## config.mk

```make
export PLATFORM = sky130hd
export DESIGN_NAME = fixed_block_pool_allocator_unit_flat
export DESIGN_NICKNAME = d
export VERILOG_FILES = /design/src/rtl/fbpa_pkg.sv /design/src/rtl/fbpa_if.sv /design/src/rtl/fbpa_ram.sv /design/src/rtl/fixed_block_pool_allocator_unit.sv /design/src/flat_wrapper.sv
export SDC_FILE = /design/constraint.sdc
export NUM_CORES = 1
export LEC_CHECK = 0
export BUFFER_PORTS_ARGS = -buffer_cell sky130_fd_sc_hd__buf_2
export CAP_MARGIN = 20
export CORE_MARGIN = 2
export CORE_UTILIZATION = 55
export CTS_BUF_LIST = sky130_fd_sc_hd__clkbuf_8 sky130_fd_sc_hd__clkbuf_16
export DETAILED_ROUTE_END_ITERATION = 12
export PLACE_DENSITY = 0.8
export SLEW_MARGIN = 20
export SYNTH_ARGS = -nofsm -noshare
export SYNTH_HDL_FRONTEND = slang
export SYNTH_HIERARCHICAL = 1
export SYNTH_SLANG_ARGS = --single-unit
```

## constraint.sdc

```tcl
create_clock -name clk -period 3.92 [get_ports clk]
set_input_delay 0.784 -clock clk [delete_from_list [all_inputs] [get_ports clk]]
set_output_delay 0.784 -clock clk [all_outputs]
set_load 0.02 [all_outputs]
```

## src/rtl/fbpa_pkg.sv

```systemverilog
// shared types and constants for the fixed block pool allocator
package fbpa_pkg;

	// fixed field widths
	localparam int INDEX_W = 6;
	localparam int COUNT_W = 7;

	// request command codes
	typedef enum logic {
		CMD_ALLOC = 1'b0,
		CMD_FREE  = 1'b1
	} cmd_t;

	// response status codes
	typedef enum logic [1:0] {
		ST_OK       = 2'd0,
		ST_EMPTY    = 2'd1,
		ST_NOT_USED = 2'd2,
		ST_RANGE    = 2'd3
	} status_t;

	// controller states
	typedef enum logic {
		FSM_IDLE = 1'b0,
		FSM_EXEC = 1'b1
	} fsm_t;

	// request payload
	typedef struct packed {
		cmd_t               command;
		logic [INDEX_W-1:0] block_index;
	} req_t;

	// response payload
	typedef struct packed {
		logic               success;
		logic [INDEX_W-1:0] granted_index;
		status_t            status_code;
	} rsp_t;

endpackage

```

## src/rtl/fbpa_if.sv

```systemverilog
// valid/ready channel interfaces for requests and responses

interface fbpa_req_if;
	import fbpa_pkg::*;

	logic valid;
	logic ready;
	req_t data;

	modport source (output valid, output data, input ready);
	modport sink (input valid, input data, output ready);
endinterface

interface fbpa_rsp_if;
	import fbpa_pkg::*;

	logic valid;
	logic ready;
	rsp_t data;

	modport source (output valid, output data, input ready);
	modport sink (input valid, input data, output ready);
endinterface

```

## src/rtl/fbpa_ram.sv

```systemverilog
// generic single write port ram with registered read
module fbpa_ram #(
	parameter int WIDTH = 8,
	parameter int DEPTH = 64
) (
	input  logic                     clk,
	input  logic                     we,
	input  logic [$clog2(DEPTH)-1:0] waddr,
	input  logic [WIDTH-1:0]         wdata,
	input  logic                     re,
	input  logic [$clog2(DEPTH)-1:0] raddr,
	output logic [WIDTH-1:0]         rdata
);

	logic [WIDTH-1:0] mem [DEPTH];

	// write port
	always_ff @(posedge clk) begin
		if (we) begin
			mem[waddr] <= wdata;
		end
	end

	// read port, data held until the next read
	always_ff @(posedge clk) begin
		if (re) begin
			rdata <= mem[raddr];
		end
	end

endmodule

```

## src/rtl/fixed_block_pool_allocator_unit.sv

```systemverilog
// fixed block pool allocator: lifo free list and used marks held in rams
//
// Usage:
//   req channel (sink): command CMD_ALLOC takes the top free block,
//     command CMD_FREE returns block_index to the pool.
//   rsp channel (source): one response per request with success,
//     granted_index (zero unless an allocation succeeded) and status_code.
//   Each request runs through an accept step and an execute step: the accept step
//   issues the reads of the free stack ram and the used mark ram, the execute
//   step checks the marks, writes both rams back and loads the response register.
//   A new request is accepted only after that, once the unit is back in idle,
//   so a request is not taken while the previous one is still in the rams.
//   The response is registered and becomes valid once the execute step loads it.
//   At reset every block is free and allocations hand out indices in
//   ascending order; per-entry written flags stand in for the ram contents
//   until an entry is first written, so no clearing pass is needed.
//   While the response register is full and not taken, a request in flight
//   waits in the execute state with its read data held, and no new request
//   is accepted.
module fixed_block_pool_allocator_unit #(
	parameter int POOL_BLOCKS = 64
) (
	input  logic        clk,
	input  logic        arst_n,
	fbpa_req_if.sink    req,
	fbpa_rsp_if.source  rsp
);
	import fbpa_pkg::*;

	localparam int AW = $clog2(POOL_BLOCKS);
	localparam logic [INDEX_W-1:0] LAST_IDX = INDEX_W'(POOL_BLOCKS - 1);
	localparam logic [COUNT_W-1:0] FULL_CNT = COUNT_W'(POOL_BLOCKS);

	fsm_t state_q, state_d;

	logic                  accept;
	logic                  do_step;
	logic [COUNT_W-1:0]    free_count_q;
	logic [COUNT_W-1:0]    top_cnt;
	logic [AW-1:0]         top_addr;
	logic [AW-1:0]         idx_addr;

	// request held over the execute state
	cmd_t                  cmd_s1;
	logic [INDEX_W-1:0]    idx_s1;
	logic [AW-1:0]         top_addr_s1;
	logic                  stk_vld_s1;
	logic                  use_vld_s1;

	// written flags for both rams
	logic [POOL_BLOCKS-1:0] stk_wr_q;
	logic [POOL_BLOCKS-1:0] use_wr_q;

	// ram ports
	logic                  stk_we;
	logic [AW-1:0]         stk_waddr;
	logic [INDEX_W-1:0]    stk_wdata;
	logic [INDEX_W-1:0]    stk_rdata;
	logic                  use_we;
	logic [AW-1:0]         use_waddr;
	logic                  use_wdata;
	logic                  use_rdata;

	// execute results
	logic [INDEX_W-1:0]    top_blk;
	logic                  blk_used;
	logic                  alloc_ok;
	logic                  free_ok;
	rsp_t                  rsp_d;

	logic                  out_valid_q;
	rsp_t                  out_data_q;

	assign top_cnt  = free_count_q - COUNT_W'(1);
	assign top_addr = top_cnt[AW-1:0];
	assign idx_addr = req.data.block_index[AW-1:0];

	// next state
	always_comb begin
		state_d = state_q;
		unique case (state_q)
			FSM_IDLE: begin
				if (req.valid) begin
					state_d = FSM_EXEC;
				end
			end
			FSM_EXEC: begin
				if (!out_valid_q || rsp.ready) begin
					state_d = FSM_IDLE;
				end
			end
			default: state_d = FSM_IDLE;
		endcase
	end

	// state outputs
	always_comb begin
		req.ready = 1'b0;
		do_step   = 1'b0;
		unique case (state_q)
			FSM_IDLE: req.ready = 1'b1;
			FSM_EXEC: do_step = !out_valid_q || rsp.ready;
			default: begin
				req.ready = 1'b0;
				do_step   = 1'b0;
			end
		endcase
	end

	assign accept = req.valid && req.ready;

	always_ff @(posedge clk or negedge arst_n) begin
		if (!arst_n) begin
			state_q <= FSM_IDLE;
		end else begin
			state_q <= state_d;
		end
	end

	// capture request and written flags of the addresses being read
	always_ff @(posedge clk) begin
		if (accept) begin
			cmd_s1      <= req.data.command;
			idx_s1      <= req.data.block_index;
			top_addr_s1 <= top_addr;
			stk_vld_s1  <= stk_wr_q[top_addr];
			use_vld_s1  <= use_wr_q[idx_addr];
		end
	end

	// free stack and used marks
	fbpa_ram #(.WIDTH(INDEX_W), .DEPTH(POOL_BLOCKS)) u_stack_ram (
		.clk   (clk),
		.we    (stk_we),
		.waddr (stk_waddr),
		.wdata (stk_wdata),
		.re    (accept),
		.raddr (top_addr),
		.rdata (stk_rdata)
	);

	fbpa_ram #(.WIDTH(1), .DEPTH(POOL_BLOCKS)) u_used_ram (
		.clk   (clk),
		.we    (use_we),
		.waddr (use_waddr),
		.wdata (use_wdata),
		.re    (accept),
		.raddr (idx_addr),
		.rdata (use_rdata)
	);

	// unwritten stack entries hold the descending reset order
	assign top_blk  = stk_vld_s1 ? stk_rdata : LAST_IDX - INDEX_W'(top_addr_s1);
	assign blk_used = use_vld_s1 && use_rdata;

	// decide the operation and its response
	always_comb begin
		alloc_ok          = 1'b0;
		free_ok           = 1'b0;
		rsp_d.success     = 1'b0;
		rsp_d.granted_index = '0;
		rsp_d.status_code = ST_OK;
		if (cmd_s1 == CMD_ALLOC) begin
			if (free_count_q == '0) begin
				rsp_d.status_code = ST_EMPTY;
			end else begin
				alloc_ok            = 1'b1;
				rsp_d.success       = 1'b1;
				rsp_d.granted_index = top_blk;
			end
		end else begin
			if ({1'b0, idx_s1} >= FULL_CNT) begin
				rsp_d.status_code = ST_RANGE;
			end else if (!blk_used || free_count_q >= FULL_CNT) begin
				rsp_d.status_code = ST_NOT_USED;
			end else begin
				free_ok       = 1'b1;
				rsp_d.success = 1'b1;
			end
		end
	end

	// write back: allocation marks the block, release clears it and pushes
	always_comb begin
		stk_we    = do_step && free_ok;
		stk_waddr = free_count_q[AW-1:0];
		stk_wdata = idx_s1;
		use_we    = do_step && (alloc_ok || free_ok);
		use_waddr = alloc_ok ? top_blk[AW-1:0] : idx_s1[AW-1:0];
		use_wdata = alloc_ok;
	end

	// free count and written flags
	always_ff @(posedge clk or negedge arst_n) begin
		if (!arst_n) begin
			free_count_q <= FULL_CNT;
			stk_wr_q     <= '0;
			use_wr_q     <= '0;
		end else if (do_step) begin
			if (alloc_ok) begin
				free_count_q <= top_cnt;
			end else if (free_ok) begin
				free_count_q <= free_count_q + COUNT_W'(1);
			end
			if (stk_we) begin
				stk_wr_q[stk_waddr] <= 1'b1;
			end
			if (use_we) begin
				use_wr_q[use_waddr] <= 1'b1;
			end
		end
	end

	// response register
	always_ff @(posedge clk or negedge arst_n) begin
		if (!arst_n) begin
			out_valid_q <= 1'b0;
		end else if (do_step) begin
			out_valid_q <= 1'b1;
		end else if (rsp.ready) begin
			out_valid_q <= 1'b0;
		end
	end

	always_ff @(posedge clk) begin
		if (do_step) begin
			out_data_q <= rsp_d;
		end
	end

	assign rsp.valid = out_valid_q;
	assign rsp.data  = out_data_q;

endmodule
```

## src/flat_wrapper.sv

```systemverilog
// flat-port wrapper written by rule: the top's interface ports become plain ports
module fixed_block_pool_allocator_unit_flat import fbpa_pkg::*;
#(
	parameter int POOL_BLOCKS = 64
)
  (clk, arst_n, req_valid, req_data, req_ready, rsp_valid, rsp_data, rsp_ready);
  fbpa_req_if req_i ();
  fbpa_rsp_if rsp_i ();
  input  logic clk;
  input  logic arst_n;
  input wire logic [$bits(req_i.valid)-1:0] req_valid;
  input wire logic [$bits(req_i.data)-1:0] req_data;
  output wire logic [$bits(req_i.ready)-1:0] req_ready;
  output wire logic [$bits(rsp_i.valid)-1:0] rsp_valid;
  output wire logic [$bits(rsp_i.data)-1:0] rsp_data;
  input wire logic [$bits(rsp_i.ready)-1:0] rsp_ready;
  assign req_i.valid = req_valid;
  assign req_i.data = req_data;
  assign req_ready = req_i.ready;
  assign rsp_valid = rsp_i.valid;
  assign rsp_data = rsp_i.data;
  assign rsp_i.ready = rsp_ready;
  fixed_block_pool_allocator_unit #(.POOL_BLOCKS(POOL_BLOCKS)) u_core (.clk(clk), .arst_n(arst_n), .req(req_i), .rsp(rsp_i));
endmodule
```

Yosys cells after proc, flatten, opt, wreduce, memory -nomap -nowiden
Memory sizes are Yosys's and may differ from the RTL's. A register that Yosys moved wholly into a read port is not among the register bits.
Index checks and enable logic that the tools add are counted.
{"block": "classes", "n_addsub": 3, "order_cmp": 7, "n_mux": 32, "bitwise_logic": 3, "reduce_logical": 18}
{"cell": "bitwise OR 64 bit", "count": 2}
{"cell": "less-than comparator 6 x 7 -> 1 bit, second input constant", "count": 4}
{"cell": "two-way mux 7 bit", "count": 3}
{"cell": "two-way mux 1 bit", "count": 20}
{"cell": "binary-select mux 1 bit (select 6 bit)", "count": 2}
{"cell": "demux 1 bit (select 6 bit)", "count": 2}
{"cell": "greater-or-equal comparator 6 x 1 -> 1 bit, second input constant", "count": 2}
{"cell": "two-way mux 6 bit", "count": 2}
{"cell": "adder 7 x 1 -> 7 bit, second input constant", "count": 1}
{"cell": "greater-or-equal comparator 7 bit, second input constant", "count": 1}
{"cell": "zero test 7 bit", "count": 1}
{"cell": "subtractor 7 x 1 -> 7 bit, second input constant", "count": 1}
{"cell": "logical AND 1 bit", "count": 6}
{"cell": "AND reduction 2 bit", "count": 3}
{"cell": "subtractor 6 bit, first input constant", "count": 1}
{"cell": "two-way mux 2 bit", "count": 2}
{"cell": "nonzero test 2 bit", "count": 2}
{"cell": "logical OR 1 bit", "count": 3}
{"cell": "zero test 1 bit", "count": 2}
{"cell": "case mux 1 bit (2 select lines)", "count": 1}
{"cell": "OR reduction 2 bit", "count": 1}
{"cell": "inverter 1 bit", "count": 1}
{"block": "totals", "ff_bits": 161, "ramBits": 448, "inputBits": 11, "word_cells": 78, "n_memories": 2}
{"name": "u_core.u_stack_ram.mem", "depth": 64, "width": 6, "rd": 1, "rd_ports_with_merged_regs": 1, "write_ports": 1, "line": "fbpa_ram.sv:15", "rtl": "logic [WIDTH-1:0] mem [DEPTH];"}
{"name": "u_core.u_used_ram.mem", "depth": 64, "width": 1, "rd": 1, "rd_ports_with_merged_regs": 1, "write_ports": 1, "line": "fbpa_ram.sv:15"}

Depth between registers and ports, before layout
{"block": "logic_depth", "depth_word": 9, "depth_mapped": 13, "mapped_depth_nobuf": 9}

Modules after synthesis
Netlist, hierarchy kept.
{"mod": "fbpa_ram at u_core.u_stack_ram", "n_inst": 1, "cells_per_inst": 720, "area_per_inst_um2": 15285.9, "seq_area_each_um2": 11711.2}
{"mod": "fixed_block_pool_allocator_unit", "n_inst": 1, "cells_per_inst": 534, "area_per_inst_um2": 7262.0, "seq_area_each_um2": 4150.2}
{"mod": "fbpa_ram at u_core.u_used_ram", "n_inst": 1, "cells_per_inst": 204, "area_per_inst_um2": 2924.1, "seq_area_each_um2": 1951.9}

Worst setup path before layout
Ideal clock, no wire load.
{"block": "synth_timing", "path_kind": "reg2reg", "start": "reg u_core.free_count_q[0]", "end": "mem u_core.u_used_ram.mem[13] (enable)", "setup_ps": 300, "t_arrival_ps": 3131, "slack_ps": 489, "stages_incl_launch_ff": 14, "path_cell_list": "dfrtp_1 > buf_2 > inv_1 > ha_1 > a31o_2 > buf_6 > inv_4 > buf_2 > o21a_1 > a21o_1 > clkbuf_1 > nor2b_1 > nand3_1 > nor2_1"}
{"block": "synth_via", "elab_cells_between_ends": 12, "classes_between": "order compare: 1; mux: 7; reduce/logical: 4"}
{"item": "from (decl)", "line": "fixed_block_pool_allocator_unit.sv:38", "rtl": "logic [COUNT_W-1:0] free_count_q;"}
{"item": "from (signal assigned)", "line": "fixed_block_pool_allocator_unit.sv:201", "rtl": "free_count_q <= top_cnt;"}
{"item": "from (signal assigned)", "line": "fixed_block_pool_allocator_unit.sv:203", "rtl": "free_count_q <= free_count_q + COUNT_W'(1);"}
{"item": "zero test 7 bit", "line": "fixed_block_pool_allocator_unit.sv:164", "rtl": "if (free_count_q == '0) begin"}
{"item": "two-way mux 1 bit", "line": "fixed_block_pool_allocator_unit.sv:164"}
{"item": "two-way mux 1 bit", "line": "fixed_block_pool_allocator_unit.sv:163", "rtl": "if (cmd_s1 == CMD_ALLOC) begin"}
{"item": "via u_core.alloc_ok", "line": "fixed_block_pool_allocator_unit.sv:67", "rtl": "logic alloc_ok;"}
{"item": "two-way mux 6 bit", "line": "fixed_block_pool_allocator_unit.sv:189", "rtl": "use_waddr = alloc_ok ? top_blk[AW-1:0] : idx_s1[AW-1:0];"}
{"item": "via u_core.use_waddr[0]", "line": "fixed_block_pool_allocator_unit.sv:60", "rtl": "logic [AW-1:0] use_waddr;"}
{"item": "to (decl)", "line": "fbpa_ram.sv:15"}
The timed path passes the listed nets, and every way through them passes these cells.

Worst setup path after layout
{"block": "layout_timing", "start": "reg u_core.free_count_q[2]", "end": "reg u_core.u_stack_ram.rdata[5], read port of u_core.u_stack_ram.mem, data pin"}
{"block": "layout_via", "elab_chain_len": 1}
{"item": "subtractor 7 x 1 -> 7 bit", "line": "fixed_block_pool_allocator_unit.sv:74", "rtl": "assign top_cnt = free_count_q - COUNT_W'(1);"}
{"item": "via u_core.top_cnt[3]", "line": "fixed_block_pool_allocator_unit.sv:39", "rtl": "logic [COUNT_W-1:0] top_cnt;"}
{"item": "to (decl)", "line": "fbpa_ram.sv:12", "rtl": "output logic [WIDTH-1:0] rdata"}
The timed path passes the listed nets, and every way through them passes these cells.
A chain may end at the register's enable or synchronous reset.

==> impl_results.md <==
* Status: completed
* Hold bufs inserted after CTS at 0
* Die area at 48100 um2
* Mean routed wirelength per cell at 25.6 um
* Post-synth EDFFs at 479
* Ys Warns at 6
* I/O Pins at 22
* Primary FF master, synth: edfxtp_1
* Worst hold path type: input pin to asynchronous set/reset pin
* Core area at 45600 um2
* Setup TNS at 0 ns
* Post-synth ARST share at 0.222
* Bufs on Longest Clock Path at 3
* TritonCTS Buffers at 60
* H-tree levels at 2
* Final Total Pwr at 21.4 mW
* Starting Density at 0.559
* All-Layer GR Usage at 0.240
* Vias per cell at 6.55
* DRC at 0
* Post-CTS Resized at 0
* Clock skew at 0.0142 ns
* Worst-path fanout max at 10
* Dpl ws at 0.687 ns
* RSZ-0062 raised after global routing: false
* CTS tree: done
* Final Hold Viols at 0
* Internal reg-to-reg setup slack at 0.55 ns
* Pin count of the biggest net entering global routing at 103
* Leakage at 10.6 nW
* Post-route minimum period at 3.37 ns
* Synthesized area at 25500 um2
* Syn_nets at 1472
* Number of fill cells at 3015
* CP Capture Type: register
* Share of the clock period used by the worst path at 0.860
* Max Used Layer: met4
* First-pass GRT wire length at 86900 um
* Mapped Cells at 1458
* Routed Antenna Nets at 0
* # rows at 78
* Type of origin of the critical path: register
* Worst R2R Path Depth at 8
* Met2 wire length at 27100 um
* Antenna violations before repair at 0
* Met3 WL post-DR at 4830 um
* Wire length on met1 at 21900 um
* DR pass1 iterations at 6
* CTS root buf: clkbuf_16
* Final Wtd Congestion at 0.841
* Routed WL at 55600 um
* #FFs+latches synth at 616
* Synth unique cells at 69
* Required time worst endpoint at 4.28 ns
* Final setup fails at 0
* Pwr per Cell Area at 755 nW/um2
* Diode count at 0
* Die W at 219 um
* Fin. max-slew vios at 0
* P&R area growth vs syn at 11.5%
* End of the worst register-to-register path: u_core/u_stack_ram/rdata[5]
* Max Cap Viol at 0
* TritonCTS Sinks at 616
* Worst Setup Path Type: register to register
* Worst-Skew Late Latency at 0.61 ns
* VDD IR max at 639 uV
* Syn avg cell area at 17.5 um2
* Setup bufs post-CTS at 0
* Vias at 14217
* Vias in the first global route at 14444
* Critical Path AT at 3.73 ns
* Drt first-iter violations at 1694
* Fmax at 0.297 GHz
* Worst Tran Pin Value at 1.16 ns
* GRT Residual Overflow at 0
* Setup WS post-layout at 0.549 ns
* Port bufs at 21
* Die H at 219 um
* Nets@finish at 1536
* Clk slew on worst S/H paths at 0.06 ns
* Part of the Yosys area used for sequential elements at 0.699
* DP Wirelength at 33800 um
* Rel. slew slack at 0.218
* Layout cells sized above 1 at 0.221
* RR Startpoint: u_core/free_count_q[2]
## worst max-delay path, cell delays in order (launching register included)
cell      delay [ns]
dfrtp_1         0.56
or3_1           0.49
xor2_1          0.22
inv_1           0.29
nand2b_1        0.33
buf_4           0.27
a211oi_1        0.59
a21oi_1         0.09
a32o_1          0.28
## synth_stat cells, drive strengths merged, types with 7 or more instances
cell	count	share of area
edfxtp	479	0.56
nor2	164	0.024
mux4	147	0.13
dfrtp	136	0.13
a21o	95	0.028
buf	39	0.011
clkbuf	34	0.0050
nand3	32	0.0068
o21bai	32	0.0094
nand2	29	0.0043
mux2i	23	0.0090
nor3	23	0.0069
a21oi	22	0.0043
inv	19	0.0031
mux2	15	0.0071
nor2b	15	0.0037
o22ai	15	0.0037
nand2b	12	0.0029
nand3b	12	0.0035
o21ai	10	0.0020
a211oi	9	0.0027
o221ai	9	0.0031
nand4	7	0.0017
## final cells by class
class                           instances  area (um2)  share of cell area
Multi-Input combinational cell        749        7180               0.253
Inverter                               20        88.8             0.00313
Timing Repair Buffer                   75         529              0.0186
Clock buffer                           65        1580              0.0557
Tap cell                              600         751              0.0264
Clock inverter                         47         450              0.0159
Sequential cell                       616       17800               0.627
## registers in the layout, summed over array words and instances (netlist names)
register,flops
u_core/cmd_s1,1
u_core/free_count_q,7
u_core/idx_s1,6
u_core/rsp.data,9
u_core/rsp.valid,1
u_core/state_q,1
u_core/stk_vld_s1,1
u_core/stk_wr_q,64
u_core/top_addr_s1,6
u_core/u_stack_ram/mem,384
u_core/u_stack_ram/rdata,6
u_core/u_used_ram/mem,64
u_core/u_used_ram/rdata,1
u_core/use_vld_s1,1
u_core/use_wr_q,64
## power by group
| group | total (mW) | internal, mW | switching (mW) |
|---|---|---|---|
| sequential | 8.19 | 7.85 | 0.338 |
| clock | 5.87 | 3.48 | 2.39 |
| combinational | 7.37 | 2.95 | 4.42 |
## cells in the final DEF, fill, tap and decap left out, drive strengths merged, types with 4 or more instances in the layout
cell type and count:
edfxtp 479, nor2 164, mux4 147, dfrtp 136
a21o 95, buf 75, clkbuf 65, o21bai 32
nand3 32, nand2 29, inv 29, clkinv 26
mux2i 23, nor3 23, a21oi 22, o22ai 15
nor2b 15, mux2 15, nand2b 12, nand3b 12
o21ai 10, bufinv 9, a211oi 9, o221ai 9
nand4 7, or3 6, o22a 6, a22oi 6
o31ai 5, nor3b 5, xor2 5, nand4b 4
a32o 4, or2 4
## stage by stage
stage / area, um2 / util / hold slack (ns) / instances
finish: 28400 / 0.623 / 0.210 / 2172
global route: 28400 / 0.623 / 0.278 / 2172
CTS: 28400 / 0.623 / 0.256 / 2172
detailed placement: 26400 / 0.578 / 0.439 / 2060
global placement: 26400 / 0.578 / 0.432 / 2060
floorplan: 25500 / - / 0.423 / 1458
## metal layers
| layer | up-vias | GRT usage |
|---|---|---|
| met5 | - | 0 |
| met4 | 0 | 0.0883 |
| met3 | 146 | 0.0455 |
| met2 | 795 | 0.387 |
| met1 | 7355 | 0.330 |
| li1 | 5921 | - |
## logic make-up (layout without fill, tap and decap cells)
group,count (synthesis),after routing,synth area share
flops,616,616,0.699
simple gates,329,329,0.0643
compound gates,225,225,0.0642
mux,185,185,0.148
buf+inv,93,207,0.0197
xor+xnor,7,7,0.00270
fa+ha+maj,3,3,0.00147
## worst max-delay path by stage
stage / startpoint / endpoint / slack [ns] / cells after the start
2_1_floorplan: u_core/free_count_q[0] / u_core/u_used_ram/mem[13] / 0.49 / 13
3_3_place_gp: u_core/free_count_q[2] / u_core/u_stack_ram/rdata[5] / 0.80 / 8
3_5_place_dp: rsp_ready / u_core/u_stack_ram/mem[12][5] / 0.69 / 7
4_1_cts: u_core/free_count_q[2] / u_core/u_stack_ram/rdata[5] / 0.68 / 8
5_1_grt: u_core/free_count_q[2] / u_core/u_stack_ram/rdata[5] / 0.50 / 8
6_report: u_core/free_count_q[2] / u_core/u_stack_ram/rdata[5] / 0.55 / 8
No activity file was read; power rests on OpenSTA's default activity.
